===== src/rtl/aota_pkg.sv =====
// Shared types, codes and constants of the orientation trigger arming controller.
package aota_pkg;

    localparam int DEF_SAMPLE_DEPTH = 256;

    localparam int SAMPLE_W  = 16;
    localparam int CFG_W     = 15;
    localparam int RUN_W     = 8;
    localparam int CFG_IDX_W = 3;
    localparam int LIMIT_W   = 2 * CFG_W;
    localparam int IN_W      = 3 * SAMPLE_W;
    localparam int OUT_W     = 56;

    localparam logic [CFG_W-1:0] RST_SMALL_LEVEL   = CFG_W'(820);
    localparam logic [CFG_W-1:0] RST_TILT_LEVEL    = CFG_W'(2459);
    localparam logic [CFG_W-1:0] RST_UPRIGHT_LEVEL = CFG_W'(3279);
    localparam logic [CFG_W-1:0] RST_SPREAD_LEVEL  = CFG_W'(2459);
    localparam logic [RUN_W-1:0] RST_TRIGGER_RUN   = RUN_W'(5);

    localparam logic [CFG_IDX_W-1:0] REG_SMALL_LEVEL   = 3'd0;
    localparam logic [CFG_IDX_W-1:0] REG_TILT_LEVEL    = 3'd1;
    localparam logic [CFG_IDX_W-1:0] REG_UPRIGHT_LEVEL = 3'd2;
    localparam logic [CFG_IDX_W-1:0] REG_SPREAD_LEVEL  = 3'd3;
    localparam logic [CFG_IDX_W-1:0] REG_TRIGGER_RUN   = 3'd4;

    typedef enum logic [1:0] {
        MODE_IDLE   = 2'd0,
        MODE_ARMING = 2'd1,
        MODE_ARMED  = 2'd2,
        MODE_FIRED  = 2'd3
    } t_mode;

    typedef enum logic [1:0] {
        CMD_SAMPLE = 2'd0,
        CMD_EVAL   = 2'd1,
        CMD_PRESS  = 2'd2,
        CMD_TRIPLE = 2'd3
    } t_cmd;

    typedef enum logic [1:0] {
        ST_IDLE,
        ST_DIV,
        ST_PASS,
        ST_SPARE
    } t_state;

    // status of the evaluation pass over the sample store
    typedef struct packed {
        logic done;
        logic consistent;
        logic triggered;
    } t_pass_stat;

endpackage


===== src/rtl/aota_div.sv =====
// Iterative signed-by-unsigned divider, one quotient bit per cycle, truncating toward zero.
module aota_div
    import aota_pkg::*;
#(
    parameter int DVD_W = 24,
    parameter int DVS_W = 9
) (
    input  logic                        i_clk,
    input  logic                        i_rst_n,
    input  logic                        i_start,
    input  logic signed [DVD_W-1:0]     i_dividend,
    input  logic        [DVS_W-1:0]     i_divisor,
    output logic                        o_done,
    output logic signed [SAMPLE_W-1:0]  o_quot
);

    localparam int STEP_W = $clog2(DVD_W + 1);

    logic              r_busy;
    logic              r_done;
    logic              r_neg;
    logic [STEP_W-1:0] r_step;
    logic [DVD_W-1:0]  r_quo;
    logic [DVS_W-1:0]  r_rem;
    logic [DVS_W:0]    s_shift;
    logic [DVS_W+1:0]  s_diff;
    logic [DVD_W-1:0]  s_mag;
    logic [DVD_W-1:0]  s_signed_quo;

    assign s_mag   = i_dividend[DVD_W-1] ? DVD_W'(-i_dividend) : DVD_W'(i_dividend);
    assign s_shift = {r_rem, r_quo[DVD_W-1]};
    assign s_diff  = {1'b0, s_shift} - {2'b00, i_divisor};

    always_ff @(posedge i_clk) begin
        if (!i_rst_n) begin
            r_busy <= 1'b0;
            r_done <= 1'b0;
        end else begin
            r_done <= 1'b0;
            if (i_start) begin
                r_busy <= 1'b1;
            end else if (r_busy && r_step == STEP_W'(1)) begin
                r_busy <= 1'b0;
                r_done <= 1'b1;
            end
        end
    end

    always_ff @(posedge i_clk) begin
        if (i_start) begin
            r_neg  <= i_dividend[DVD_W-1];
            r_quo  <= s_mag;
            r_rem  <= '0;
            r_step <= STEP_W'(DVD_W);
        end else if (r_busy) begin
            // restore when the trial subtraction goes negative
            if (s_diff[DVS_W+1]) begin
                r_rem <= s_shift[DVS_W-1:0];
                r_quo <= {r_quo[DVD_W-2:0], 1'b0};
            end else begin
                r_rem <= s_diff[DVS_W-1:0];
                r_quo <= {r_quo[DVD_W-2:0], 1'b1};
            end
            r_step <= r_step - STEP_W'(1);
        end
    end

    assign s_signed_quo = r_neg ? (~r_quo + DVD_W'(1)) : r_quo;
    assign o_quot       = s_signed_quo[SAMPLE_W-1:0];
    assign o_done       = r_done;

endmodule


===== config.mk =====
export PLATFORM = sky130hd
export DESIGN_NAME = aota_div
export DESIGN_NICKNAME = d
export VERILOG_FILES = /design/src/rtl/aota_pkg.sv /design/src/rtl/aota_div.sv
export SDC_FILE = /design/constraint.sdc
export NUM_CORES = 1
export LEC_CHECK = 0
export ABC_CLOCK_PERIOD_IN_PS = 3200
export BUFFER_PORTS_ARGS = -buffer_cell sky130_fd_sc_hd__buf_4
export CAP_MARGIN = 20
export CORE_ASPECT_RATIO = 2
export CORE_MARGIN = 2
export CORE_UTILIZATION = 50
export DETAILED_ROUTE_END_ITERATION = 6
export GPL_ROUTABILITY_DRIVEN = 0
export HOLD_SLACK_MARGIN = 0.1
export PLACE_DENSITY = 0.73
export SKIP_CTS_REPAIR_TIMING = 1
export SLEW_MARGIN = 20
export SYNTH_ARGS = -nofsm -noshare
export SYNTH_HDL_FRONTEND = slang
export SYNTH_SLANG_ARGS = --single-unit

===== constraint.sdc =====
create_clock -name i_clk -period 3.2 [get_ports i_clk]
set_input_delay 0.32 -clock i_clk [delete_from_list [all_inputs] [get_ports i_clk]]
set_output_delay 0.32 -clock i_clk [all_outputs]
set_load 0.005 [all_outputs]

---- After elaboration in Yosys (flattened, before gate mapping) ----
Cells that the tools add are included.
storage, ports and cells
  register bits after elaboration ......... 41
  input port bits ......................... 36
  output and inout bits ................... 17
  word-level logic and storage cells ...... 26
cells by class
  add/subtract/negate cells ............... 4
  eq/ne operators ......................... 1
  muxes and demuxes ....................... 9
  bitwise gates (word level) .............. 2
  reductions and logical operators ........ 4
operators with widths
  cell                                                 count
  two-way mux 24 bit                                   3
  negation 24 bit                                      1
  adder 16 x 1 -> 16 bit, second input constant        1
  two-way mux 16 bit                                   1
  NOT 16 bit                                           1
  subtractor 10 x 9 -> 11 bit                          1
  two-way mux 9 bit                                    1
  equality test 5 x 1 -> 1 bit, second input constant  1
  subtractor 5 x 1 -> 5 bit, second input constant     1
  two-way mux 1 bit                                    4
  nonzero test 2 bit                                   2
  OR reduction 2 bit                                   1
  logical AND 1 bit                                    1
  NOT 1 bit                                            1

---- Logic depth before layout (Yosys ltp) ----
  depth in word-level cells ............... 4
  gate-level depth with buffers ........... 10
  gate-level depth less buffers ........... 9

---- Worst setup path before layout ----
Ideal clock, no wire load.
  kind .................................... reg2reg
  from .................................... register r_quo[23]
  to ...................................... register r_rem[1]
  library setup time ...................... 0.138 ns
  arrival ................................. 2.140 ns
  data required time ...................... 3.062 ns
  slack ................................... 0.922 ns
  stages on the path, launching flop included .. 11
  buffers on the path ..................... 1
  period minus slack after synthesis ...... 2.278 ns
  cells stage by stage .................... edfxtp_1 inv_1 ha_1 inv_1 fa_1 a211oi_2 o21ai_2 a311oi_2 buf_6 mux2i_1 a211oi_1
on the way
  longest elaborated chain between the ends .. 2
ends and longest elaborated chain
  item                         line            RTL
  from (decl)                  aota_div.sv:23  logic [DVD_W-1:0] r_quo;
  from (signal assigned)       aota_div.sv:52  r_quo <= s_mag;
  from (signal assigned)       aota_div.sv:59  r_quo <= {r_quo[DVD_W-2:0], 1'b0};
  from (signal assigned)       aota_div.sv:62  r_quo <= {r_quo[DVD_W-2:0], 1'b1};
  subtractor 10 x 9 -> 11 bit  aota_div.sv:32  assign s_diff = {1'b0, s_shift} - {2'b00, i_divisor};
  two-way mux 9 bit            aota_div.sv:57  if (s_diff[DVS_W+1]) begin
  to (signal assigned)         aota_div.sv:58  r_rem <= s_shift[DVS_W-1:0];
  to (signal assigned)         aota_div.sv:61  r_rem <= s_diff[DVS_W-1:0];
  to (decl)                    aota_div.sv:24  logic [DVS_W-1:0] r_rem;
No other way between the ends.
A chain may end at the register's enable or synchronous reset.

---- Worst setup path after layout ----
  from .................................... register r_quo[0]
  to ...................................... output port o_quot[13]
on the way
  longest elaborated chain between the ends .. 3
ends and longest elaborated chain
  item                    line            RTL
  NOT 16 bit              aota_div.sv:68  assign s_signed_quo = r_neg ? (~r_quo + DVD_W'(1)) : r_quo;
  adder 16 x 1 -> 16 bit  aota_div.sv:68
  two-way mux 16 bit      aota_div.sv:68
  to (decl)               aota_div.sv:14  output logic signed [SAMPLE_W-1:0] o_quot
No other way between the ends.

==> out/metrics.cfg <==
[routing]
routed_wl_um = 6790
drc = 2
ant_nets = 0
post_drt_wl_per_cell_um = 15.4
viasPerCell = 5.77
dr.pass1.iters = 6
vias = 2543
initialDrtViolationCount = 106

[logic_synthesis]
ys_seq_elements = 41
post-synth-top-count-cell = nor2_1
yosysTopAreaCell = edfxtp_1
ys.flop_type = edfxtp_1
synthTopCellsByArea = edfxtp_1, dfxtp_1, xnor2_1
yosys.area.top_type_share_pct = 25.2
synthCells = 330
synth-edff-count = 25
synthArstFlopShare_pct = 0
syn_area_per_cell_um2 = 9.04
synth-seq-area-share_pct = 35.9
synth.distinct_cells = 52
yosys_warnings = 0
netlist_area_um2 = 2980
ys_top_cells_by_count = nor2_1, a21oi_1, xnor2_1, edfxtp_1, nand2_1
synth_nets = 380

[worst_setup_path]
cp.required_ns = 2.88
crit_type = reg -> out
crit_arrival_ns = 2.11
cp-end-kind = output pin
cp-start-kind = register
path_max_fanout = 4

[power]
p_total_uw = 1620
clock_power_share_pct = 29.4
cellLeakagePower_uw = 0.00142
internal_power_uw = 1150
p_sw_share_pct = 29.3
power_density_nw_per_um2 = 458
switchingPower_uw = 477
p_seq_share_pct = 42.2
pwr-share-comb_pct = 28.3
ir_worst_vdd_mv = 0.333

[timing]
skew_ns = 0.00390
fmax_ghz = 0.411
period_share_pct = 76.0
fin_crit_ns = 2.43
slew_violations = 0
finalSetupTns_ns = 0
hold_viol = 0
whs_ns = 0.262
slew_headroom_pct = 60.8
fin_ws_ns = 0.768
setup_viol = 0
rsz0062_at_grt = no
tightest_slew_ns = 0.589

[floorplanning]
rows = 39
start_util_pct = 51.8
dieWidth_um = 58.6
io_pins = 53
coreArea_um2 = 5760
dieArea_um2 = 6640
die_y_um = 113

[outcome]
status = complete, but fails checks
violations = DRC

[cells_and_area]
drive_gt1_share_pct = 21.3
nets = 429
syn2layout_area_growth_pct = 19.0
fin_area_um2 = 3550
antenna_cells = 0
nFillCells = 522

[clock_network]
htree_levels = 2
clock_latency_ns = 0.28
path_clk_slew_ns = 0.05
clock-root-buffer = clkbuf_16
clkSinkCount = 41
numCtsBuffers = 5
cts_tree = yes
cts_buffer_depth = 2

[grt]
grt_max_degree = 43
grt_pass1_vias = 2520
grt_pass1_wl_um = 11400
use_met3_pct = 2.86
gr-max-usage-layer = met2
use_met1_pct = 22.5
use_met2_pct = 42.2
overflow = 0
antenna_found_initial = 0
grt.total_usage_pct = 22.3

[placed_design]
place_area_um2 = 3410
io_buffers = 52
hpwl_um = 5270
place_worst_setup_slack_ns = 0.775

[job]
max-cap-violations = 0

[min_path]
holdCritPathClass = in -> reg

## path summary, 6_finish.rpt
path / from / to / slack [ns] / cells after the start
max reg2reg: r_quo[23]$_DFFE_PP_ / r_rem[1]$_SDFFE_PP0P_ / 0.77 / 10
min reg2reg: r_rem[2]$_SDFFE_PP0P_ / r_rem[2]$_SDFFE_PP0P_ / 0.51 / 2
min: i_rst_n / r_busy$_SDFFE_PN0P_ / 0.26 / 3
max: r_quo[0]$_DFFE_PP_ / o_quot[13] / 0.77 / 5
## worst max-delay path: stages (launching register included)
cell	delay, ns
edfxtp_1	0.46
nor3_1	0.42
nand4_1	0.23
o41ai_1	0.39
xnor2_1	0.19
buf_4	0.14
## flip-flops by register name (all words and copies together) (netlist names)
signal,flops
r_busy,1
o_done,1
r_quo,24
r_rem,9
r_neg,1
r_step,5
## routing by layer
layer | up-vias | share of wire [%]
met3 | 18 | 2.6
met4 | 0 | 3.8
met2 | 64 | 57
met1 | 1165 | 37
met5 | - | 0
li1 | 1296 | -
## cell usage in the layout (no fill, tap or decap), types with 3 or more instances in the layout
cell / instances
o31ai_1: 9
nand2_1: 20
mux2i_1: 5
nor3_1: 4
nor2_1: 44
clkbuf_16: 5
nor2b_1: 5
a211oi_1: 6
dfxtp_1: 16
a21oi_1: 27
or2_2: 3
nand2b_1: 8
mux2_2: 8
a311oi_1: 3
nor4_1: 6
o21ai_0: 11
buf_4: 55
inv_1: 19
xnor2_1: 26
or3_1: 3
nand4_1: 5
xor2_1: 16
o41ai_1: 4
edfxtp_1: 25
ha_1: 13
## logic make-up after synthesis
group,count (synthesis),synth area share (%)
AOI/OAI and AO/OA,76,17.9
and+or+nand+nor,112,18.7
adders and majority gates,14,6.12
DFF,41,35.9
muxes,13,4.70
xor gates and xnor gates,42,12.3
buffers and inverters,32,4.40
## layout make-up
cell class,instances,area (µm²),share of cell area [%]
sequential,41,1070,30.2
clock inverter,1,5.00,0.141
timing repair buffer,55,413,11.6
tap,61,76.3,2.15
clock buffer,7,133,3.74
multi-input combinational,257,1780,50.2
inverter,19,71.3,2.01
## power by group through the flow
stage	registers [µW]	logic (µW)	clock network, µW
2_1_floorplan	675	300	0
3_3_place_gp	695	451	0
3_5_place_dp	697	460	0
4_1_cts	687	464	480
5_1_grt	695	511	509
6_report	686	460	478
## stage by stage
step           instances  utilization (%)
6_report             441             61.7
4_1_cts              441             61.7
3_5_place_dp         433             59.3
2_1_floorplan        330                -
5_1_grt              441             61.7
3_3_place_gp         433             59.3
Power figures use the tool's default switching activity.
