**config.mk**
```make
export PLATFORM = sky130hd
export DESIGN_NAME = aota_pass
export DESIGN_NICKNAME = d
export VERILOG_FILES = /design/src/rtl/aota_pkg.sv /design/src/rtl/aota_pass.sv
export SDC_FILE = /design/constraint.sdc
export NUM_CORES = 2
export LEC_CHECK = 0
export BUFFER_PORTS_ARGS = -buffer_cell sky130_fd_sc_hd__buf_2
export CELL_PAD_IN_SITES_DETAIL_PLACEMENT = 1
export CELL_PAD_IN_SITES_GLOBAL_PLACEMENT = 1
export CORE_ASPECT_RATIO = 0.7
export CORE_MARGIN = 1
export CORE_UTILIZATION = 55
export DETAILED_ROUTE_END_ITERATION = 8
export PLACE_DENSITY = 0.95
export SLEW_MARGIN = 30
export SYNTH_ARGS = -nofsm -noshare
export SYNTH_HDL_FRONTEND = slang
export SYNTH_SLANG_ARGS = --single-unit
```
**constraint.sdc**
```tcl
create_clock -name i_clk -period 12.9 [get_ports i_clk]
set_input_delay 1.29 -clock i_clk [delete_from_list [all_inputs] [get_ports i_clk]]
set_output_delay 1.29 -clock i_clk [all_outputs]
set_load 0.01 [all_outputs]
```
**src/rtl/aota_pkg.sv**
```systemverilog
// Shared types, codes and constants of the orientation trigger arming controller.
package aota_pkg;

    localparam int DEF_SAMPLE_DEPTH = 256;

    localparam int SAMPLE_W  = 16;
    localparam int CFG_W     = 15;
    localparam int RUN_W     = 8;
    localparam int CFG_IDX_W = 3;
    localparam int LIMIT_W   = 2 * CFG_W;
    localparam int IN_W      = 3 * SAMPLE_W;
    localparam int OUT_W     = 56;

    localparam logic [CFG_W-1:0] RST_SMALL_LEVEL   = CFG_W'(820);
    localparam logic [CFG_W-1:0] RST_TILT_LEVEL    = CFG_W'(2459);
    localparam logic [CFG_W-1:0] RST_UPRIGHT_LEVEL = CFG_W'(3279);
    localparam logic [CFG_W-1:0] RST_SPREAD_LEVEL  = CFG_W'(2459);
    localparam logic [RUN_W-1:0] RST_TRIGGER_RUN   = RUN_W'(5);

    localparam logic [CFG_IDX_W-1:0] REG_SMALL_LEVEL   = 3'd0;
    localparam logic [CFG_IDX_W-1:0] REG_TILT_LEVEL    = 3'd1;
    localparam logic [CFG_IDX_W-1:0] REG_UPRIGHT_LEVEL = 3'd2;
    localparam logic [CFG_IDX_W-1:0] REG_SPREAD_LEVEL  = 3'd3;
    localparam logic [CFG_IDX_W-1:0] REG_TRIGGER_RUN   = 3'd4;

    typedef enum logic [1:0] {
        MODE_IDLE   = 2'd0,
        MODE_ARMING = 2'd1,
        MODE_ARMED  = 2'd2,
        MODE_FIRED  = 2'd3
    } t_mode;

    typedef enum logic [1:0] {
        CMD_SAMPLE = 2'd0,
        CMD_EVAL   = 2'd1,
        CMD_PRESS  = 2'd2,
        CMD_TRIPLE = 2'd3
    } t_cmd;

    typedef enum logic [1:0] {
        ST_IDLE,
        ST_DIV,
        ST_PASS,
        ST_SPARE
    } t_state;

    // status of the evaluation pass over the sample store
    typedef struct packed {
        logic done;
        logic consistent;
        logic triggered;
    } t_pass_stat;

endpackage

```
**src/rtl/aota_pass.sv**
```systemverilog
// Evaluation pass: walks the store, checks spread from the mean and counts upright samples.
module aota_pass
    import aota_pkg::*;
#(
    parameter int SAMPLE_DEPTH = DEF_SAMPLE_DEPTH
) (
    input  logic                              i_clk,
    input  logic                              i_rst_n,
    input  logic                              i_start,
    input  logic [$clog2(SAMPLE_DEPTH+1)-1:0] i_count,
    input  logic signed [SAMPLE_W-1:0]        i_mean_x,
    input  logic signed [SAMPLE_W-1:0]        i_mean_y,
    input  logic signed [SAMPLE_W-1:0]        i_mean_z,
    input  logic [LIMIT_W-1:0]                i_limit,
    input  logic [CFG_W-1:0]                  i_small_level,
    input  logic [CFG_W-1:0]                  i_upright_level,
    input  logic [RUN_W-1:0]                  i_trigger_run,
    output logic                              o_rd_en,
    output logic [$clog2(SAMPLE_DEPTH)-1:0]   o_rd_addr,
    input  logic [IN_W-1:0]                   i_rd_data,
    output t_pass_stat                        o_stat
);

    localparam int CNT_W  = $clog2(SAMPLE_DEPTH + 1);
    localparam int ADDR_W = $clog2(SAMPLE_DEPTH);
    localparam int CMP_W  = (CNT_W > RUN_W) ? CNT_W : RUN_W;
    localparam int SQ_W   = 2 * (SAMPLE_W + 1);
    localparam int DIST_W = SQ_W + 2;

    logic             r_busy;
    logic             r_done;
    logic [CNT_W-1:0] r_idx;
    logic             r_v1;
    logic             r_v2;
    logic [SQ_W-1:0]  r_sq_x;
    logic [SQ_W-1:0]  r_sq_y;
    logic [SQ_W-1:0]  r_sq_z;
    logic             r_up;
    logic             r_cons;
    logic             r_trig;
    logic [CNT_W-1:0] r_upcnt;

    logic signed [SAMPLE_W-1:0] s_x, s_y, s_z;
    logic signed [SAMPLE_W:0]   s_dx, s_dy, s_dz;
    logic signed [SQ_W-1:0]     s_px, s_py, s_pz;
    logic [SAMPLE_W:0]          s_ax, s_ay, s_az;
    logic                       s_upright;
    logic [DIST_W-1:0]          s_dist;
    logic [CNT_W-1:0]           s_upcnt_inc;
    logic                       s_drained;

    assign o_rd_en   = r_busy && (r_idx < i_count);
    assign o_rd_addr = r_idx[ADDR_W-1:0];
    assign s_drained = r_busy && (r_idx == i_count) && !r_v1 && !r_v2;

    assign s_x  = i_rd_data[SAMPLE_W-1:0];
    assign s_y  = i_rd_data[2*SAMPLE_W-1:SAMPLE_W];
    assign s_z  = i_rd_data[3*SAMPLE_W-1:2*SAMPLE_W];
    assign s_dx = {i_mean_x[SAMPLE_W-1], i_mean_x} - {s_x[SAMPLE_W-1], s_x};
    assign s_dy = {i_mean_y[SAMPLE_W-1], i_mean_y} - {s_y[SAMPLE_W-1], s_y};
    assign s_dz = {i_mean_z[SAMPLE_W-1], i_mean_z} - {s_z[SAMPLE_W-1], s_z};
    assign s_px = s_dx * s_dx;
    assign s_py = s_dy * s_dy;
    assign s_pz = s_dz * s_dz;

    assign s_ax = s_x[SAMPLE_W-1] ? -{s_x[SAMPLE_W-1], s_x} : {1'b0, s_x};
    assign s_ay = s_y[SAMPLE_W-1] ? -{s_y[SAMPLE_W-1], s_y} : {1'b0, s_y};
    assign s_az = s_z[SAMPLE_W-1] ? -{s_z[SAMPLE_W-1], s_z} : {1'b0, s_z};
    assign s_upright = (s_ax < {2'b00, i_small_level}) && (s_ay < {2'b00, i_small_level})
                    && (s_az > {2'b00, i_upright_level});

    assign s_dist = {2'b00, r_sq_x} + {2'b00, r_sq_y} + {2'b00, r_sq_z};
    assign s_upcnt_inc = r_upcnt + CNT_W'(1);

    always_ff @(posedge i_clk) begin
        if (!i_rst_n) begin
            r_busy <= 1'b0;
            r_done <= 1'b0;
            r_v1   <= 1'b0;
            r_v2   <= 1'b0;
        end else begin
            r_done <= 1'b0;
            r_v1   <= o_rd_en;
            r_v2   <= r_v1;
            if (i_start) begin
                r_busy <= 1'b1;
            end else if (s_drained) begin
                r_busy <= 1'b0;
                r_done <= 1'b1;
            end
        end
    end

    always_ff @(posedge i_clk) begin
        if (i_start) begin
            r_idx   <= '0;
            r_cons  <= 1'b1;
            r_trig  <= 1'b0;
            r_upcnt <= '0;
        end else begin
            if (o_rd_en) begin
                r_idx <= r_idx + CNT_W'(1);
            end
            // stage two: distance check and upright count
            if (r_v2) begin
                if (s_dist > DIST_W'(i_limit)) begin
                    r_cons <= 1'b0;
                end
                if (r_up) begin
                    r_upcnt <= s_upcnt_inc;
                    if (CMP_W'(s_upcnt_inc) > CMP_W'(i_trigger_run)) begin
                        r_trig <= 1'b1;
                    end
                end
            end
        end
        // stage one: squares and upright test of the sample just read
        if (r_v1) begin
            r_sq_x <= $unsigned(s_px);
            r_sq_y <= $unsigned(s_py);
            r_sq_z <= $unsigned(s_pz);
            r_up   <= s_upright;
        end
    end

    assign o_stat.done       = r_done;
    assign o_stat.consistent = r_cons;
    assign o_stat.triggered  = r_trig;

endmodule

```
; Yosys cells after proc, flatten, opt, wreduce, memory -nomap -nowiden
; Index checks and enable logic that the tools add are counted.
; Widths: inputs -> output; s select.
[op_classes]
reduce_logical = 13
add_sub_neg = 10
bitwise_logic = 1
order_cmp = 6
muxes = 6
n_eq_ne = 1
multipliers = 3
[op_table]
columns = cell, count
row1 = $mul 17x17->34, 3
row2 = $mux 17, 3
row3 = $neg 17->17, 3
row4 = $sub 16x16->17, 3
row5 = $add 35x34->36, 1
row6 = $gt 36x30->1, 1
row7 = $add 34x34->35, 1
row8 = $lt 17x15->1, 2
row9 = $add 9x1->9 const B, 2
row10 = $gt 17x15->1, 1
row11 = $eq 9x9->1, 1
row12 = $gt 9x8->1, 1
row13 = $lt 9x9->1, 1
row14 = $logic_and 1x1->1, 6
row15 = $reduce_and 2->1, 2
row16 = $mux 1, 3
row17 = $reduce_and 3->1, 1
row18 = $logic_not 1->1, 2
row19 = $reduce_bool 2->1, 1
row20 = $reduce_or 2->1, 1
row21 = $not 1->1, 1
[word_totals]
in_bits = 176
word_cells = 52
reg_bits = 127
output_inout_bits = 12

; Logic depth before layout (Yosys ltp)
[depth]
depth_word = 6
depth_mapped = 38
depth_no_buf = 37

; Least setup slack after synthesis
; OpenSTA, ideal clock, no wires.
[synth_path]
path_type = input to register
start = input i_mean_x[0]
end = register r_sq_x[32], data pin
t_arrival_ps = 8973
setup_time_ps = 258
slack_ps = 3669
n_path_buf = 1
stages = 36
path_cell_list = inv_1 > ha_1 > fa_1 > nor2b_1 > o21ai_1 > a21boi_1 > o21ai_1 > a211oi_1 > nor2_1 > a21oi_1 > and2_1 > o31ai_2 > inv_2 > clkbuf_1 > nor2_1 > fa_1 > inv_1 > fa_1 > inv_1 > fa_1 > fa_1 > fa_1 > inv_1 > fa_1 > inv_1 > ha_1 > and2_1 > a221o_1 > a21o_1 > a21oi_1 > o21a_1 > a31oi_1 > a311o_1 > a31o_1 > a21oi_1 > xnor2_1
[synth_via]
elab_chain_len = 2
[synth_rtl]
columns = element, line_no
row1 = from (decl), aota_pass.sv:11  ; input logic signed [SAMPLE_W-1:0] i_mean_x,
row2 = $sub 16x16->17, aota_pass.sv:59  ; assign s_dx = {i_mean_x[SAMPLE_W-1], i_mean_x} - {s_x[SAMPLE_W-1], s_x};
row3 = $mul 17x17->34, aota_pass.sv:62  ; assign s_px = s_dx * s_dx;
row4 = named net s_px[32], aota_pass.sv:45  ; logic signed [SQ_W-1:0] s_px, s_py, s_pz;
row5 = to (signal assigned), aota_pass.sv:119  ; r_sq_x <= $unsigned(s_px);
row6 = to (decl), aota_pass.sv:35  ; logic [SQ_W-1:0] r_sq_x;
; The timed path passes the listed nets, and every way through them passes these cells.
; A chain may end at the register's enable or synchronous reset.

; Final worst setup path
[layout_path]
start = input i_rd_data[0]
end = register r_sq_x[33], data pin
[layout_via]
elab_chain_len = 2
[layout_rtl]
columns = element, line_no
row1 = from (decl), aota_pass.sv:20  ; input logic [IN_W-1:0] i_rd_data,
row2 = $sub 16x16->17, aota_pass.sv:59
row3 = $mul 17x17->34, aota_pass.sv:62
row4 = named net s_px[33], aota_pass.sv:45
; The timed path passes the listed nets, and every way through them passes these cells.

==> impl_metrics.yaml <==
placement:
  place_congestion: 0.960
  dp_hpwl_um: 123000
  io_buffers: 187
routing:
  num_vias: 38400
  wl_per_cell_um: 34.4
  viasPerCell: 6.95
  drt-total-wl_um: 190000
  drc: 68
  firstDrtPassIters: 9
  antenna_left: 0
  drt_iter0_markers: 5417
final_layout:
  nNetsFinal: 5980
  areaGrowthSynthToFinish_pct: 6.65
  regArea_mm2: 0.00349
  nFillCells: 8222
  multiInputGateArea_mm2: 0.0323
  drive_above_1_share_pct: 7.00
critical_path:
  slowest_delay_ps: 970
  crit_type: "input port to register"
  worst_setup_path_start_kind: "input port"
  crit_top_cell: "fa_1"
  critPathCaptureType: "register"
  cp_top_family: "adder cells"
  cp_max_fo: 21
  worstPathArrival_ps: 12340
  worst-path-buf-inv: 7
  critPathSlowestCell: "fa_1"
  worstPathRequired_ps: 13140
sta:
  slew_violations: 2
  fmax_ghz: 0.0826
  maxSlewHeadroom_pct: -19.4
  fin_tns_setup_ps: 0
  worst_pin_slew_ps: 1770
  setup_violations: 0
  fin_crit_sh_pct: 93.8
  rsz0062_at_grt: "false"
  hold_viol_final: 0
  min_period_ps: 12100
  skew_ps: 30.3
die:
  die_x_um: 326
  io_pins: 188
  coreArea_mm2: 0.0721
  fp.dieArea_mm2: 0.0747
  die_y_um: 229
  std_cell_rows: 82
  start_util_pct: 56.1
global_route:
  grt_overflow_total: 0
  top_usage_layer: "met2"
  antenna_found_initial: 21
  grt_max_degree: 59
  grt_pass1_wl_um: 264000
  use_met1_pct: 52.3
  grt_pass1_vias: 42300
  met3_usage_pct: 18.3
  grt_usage_pct: 47.7
  use_met2_pct: 73.2
synthesis:
  synth_area_per_cell_um2: 9.21
  synth_area_mm2: 0.0405
  ys_seq_area_share_pct: 8.61
  synth_edf_count: 100
  yosys.cell_types.count: 84
  yosysMostFrequentCell: "inv_1"
  synth_seq_cells: 124
  syn_inst: 4391
  synth_ff_type: "edfxtp_1"
  synth_area_leaders: "fa_1, ha_1, inv_1"
  synthArstFlopShare_pct: 0
  yosys_warnings: 0
  synth_top_cell_area_share_pct: 42.0
  yosysTopAreaCell: "fa_1"
  synth_common_cells: "inv_1, fa_1, ha_1"
clocking:
  cts_buffers: 17
  cts_root_buf: "clkbuf_16"
  cts_resized: 0
  cts_max_level: 4
  clock-sinks: 124
  hold_buffers: 0
  path_clk_slew_ps: 80
  clk_latency_ps: 500
  post-cts-setup-buffers: 0
  clockBufferDepth: 2
  cts_tree: "done"
run:
  drv_cap: 1
status:
  failed_checks: "design-rule violations, max-capacitance violations, max-slew violations"
  status: "finished with violations"
min_path:
  holdCritPathClass: "register to register"
-- registers in the layout, summed over array words and instances, names as in the netlist, 9 cells and up --
register / cells
r_sq_x: 33
r_sq_y: 33
r_sq_z: 33
r_idx: 9
r_upcnt: 9
-- final timing paths --
path	startpoint	end	slack (ps)	cells after the start
setup / recovery	i_rd_data[0]	r_sq_x[33]	800	35
hold / removal	r_trig	r_trig	490	1
setup reg to reg	r_sq_y[6]	r_cons	6550	19
hold reg to reg	r_trig	r_trig	490	1
-- per-stage QoR --
stage / utilization [%] / cells / cell area (um2) / worst slack [ps] / hold slack (ps)
floorplan: - / 4392 / 40500 / 3670 / 454
global placement: 58.9 / 5477 / 42500 / 2270 / 458
detailed placement: 58.9 / 5477 / 42500 / 1760 / 475
CTS: 59.7 / 5509 / 43100 / 1820 / 490
global route: 59.8 / 5511 / 43100 / 1030 / 506
finish: 59.8 / 5526 / 43200 / 797 / 490
-- metal layers --
layer  vias to the layer above  share of wire, %
met4                        25                12
met1                     18500                30
met2                      4208                42
met5                         -              0.33
met3                      1956                15
li1                      13800                 -
-- logic make-up after synthesis --
family | Yosys count | share of synthesized area, %
AO/OA/AOI/OAI | 533 | 8.69
buffers and inverters | 1243 | 11.7
flip-flops | 124 | 8.61
adder cells (fa/ha/maj) | 1274 | 55.1
AND/OR/NAND/NOR | 973 | 10.6
XOR/XNOR | 233 | 5.06
multiplexers | 9 | 0.235
other | 2 | 0.0186
-- layout by cell type (no fill, tap or decap), drive strengths merged, types with 56 or more instances in the layout --
cell / instances
a21o: 76
a21oi: 150
buf: 223
edfxtp: 100
fa: 848
ha: 426
inv: 1135
nand2: 333
nand3: 56
nor2: 367
o21ai: 108
xnor2: 185
-- layout make-up --
| type | count | area share [%] |
|---|---|---|
| diodes | 17 | 0.0986 |
| clock buffers | 20 | 1.01 |
| clock inverters | 12 | 0.394 |
| inverters | 1139 | 9.91 |
| multi-input cells | 3025 | 74.9 |
| flip-flops and latches | 124 | 8.08 |
| well taps | 966 | 2.80 |
| repair buffers | 223 | 2.80 |
Power is not shown: default switching activity piles up to over one toggle a cycle in this logic, so the estimate is an artifact.
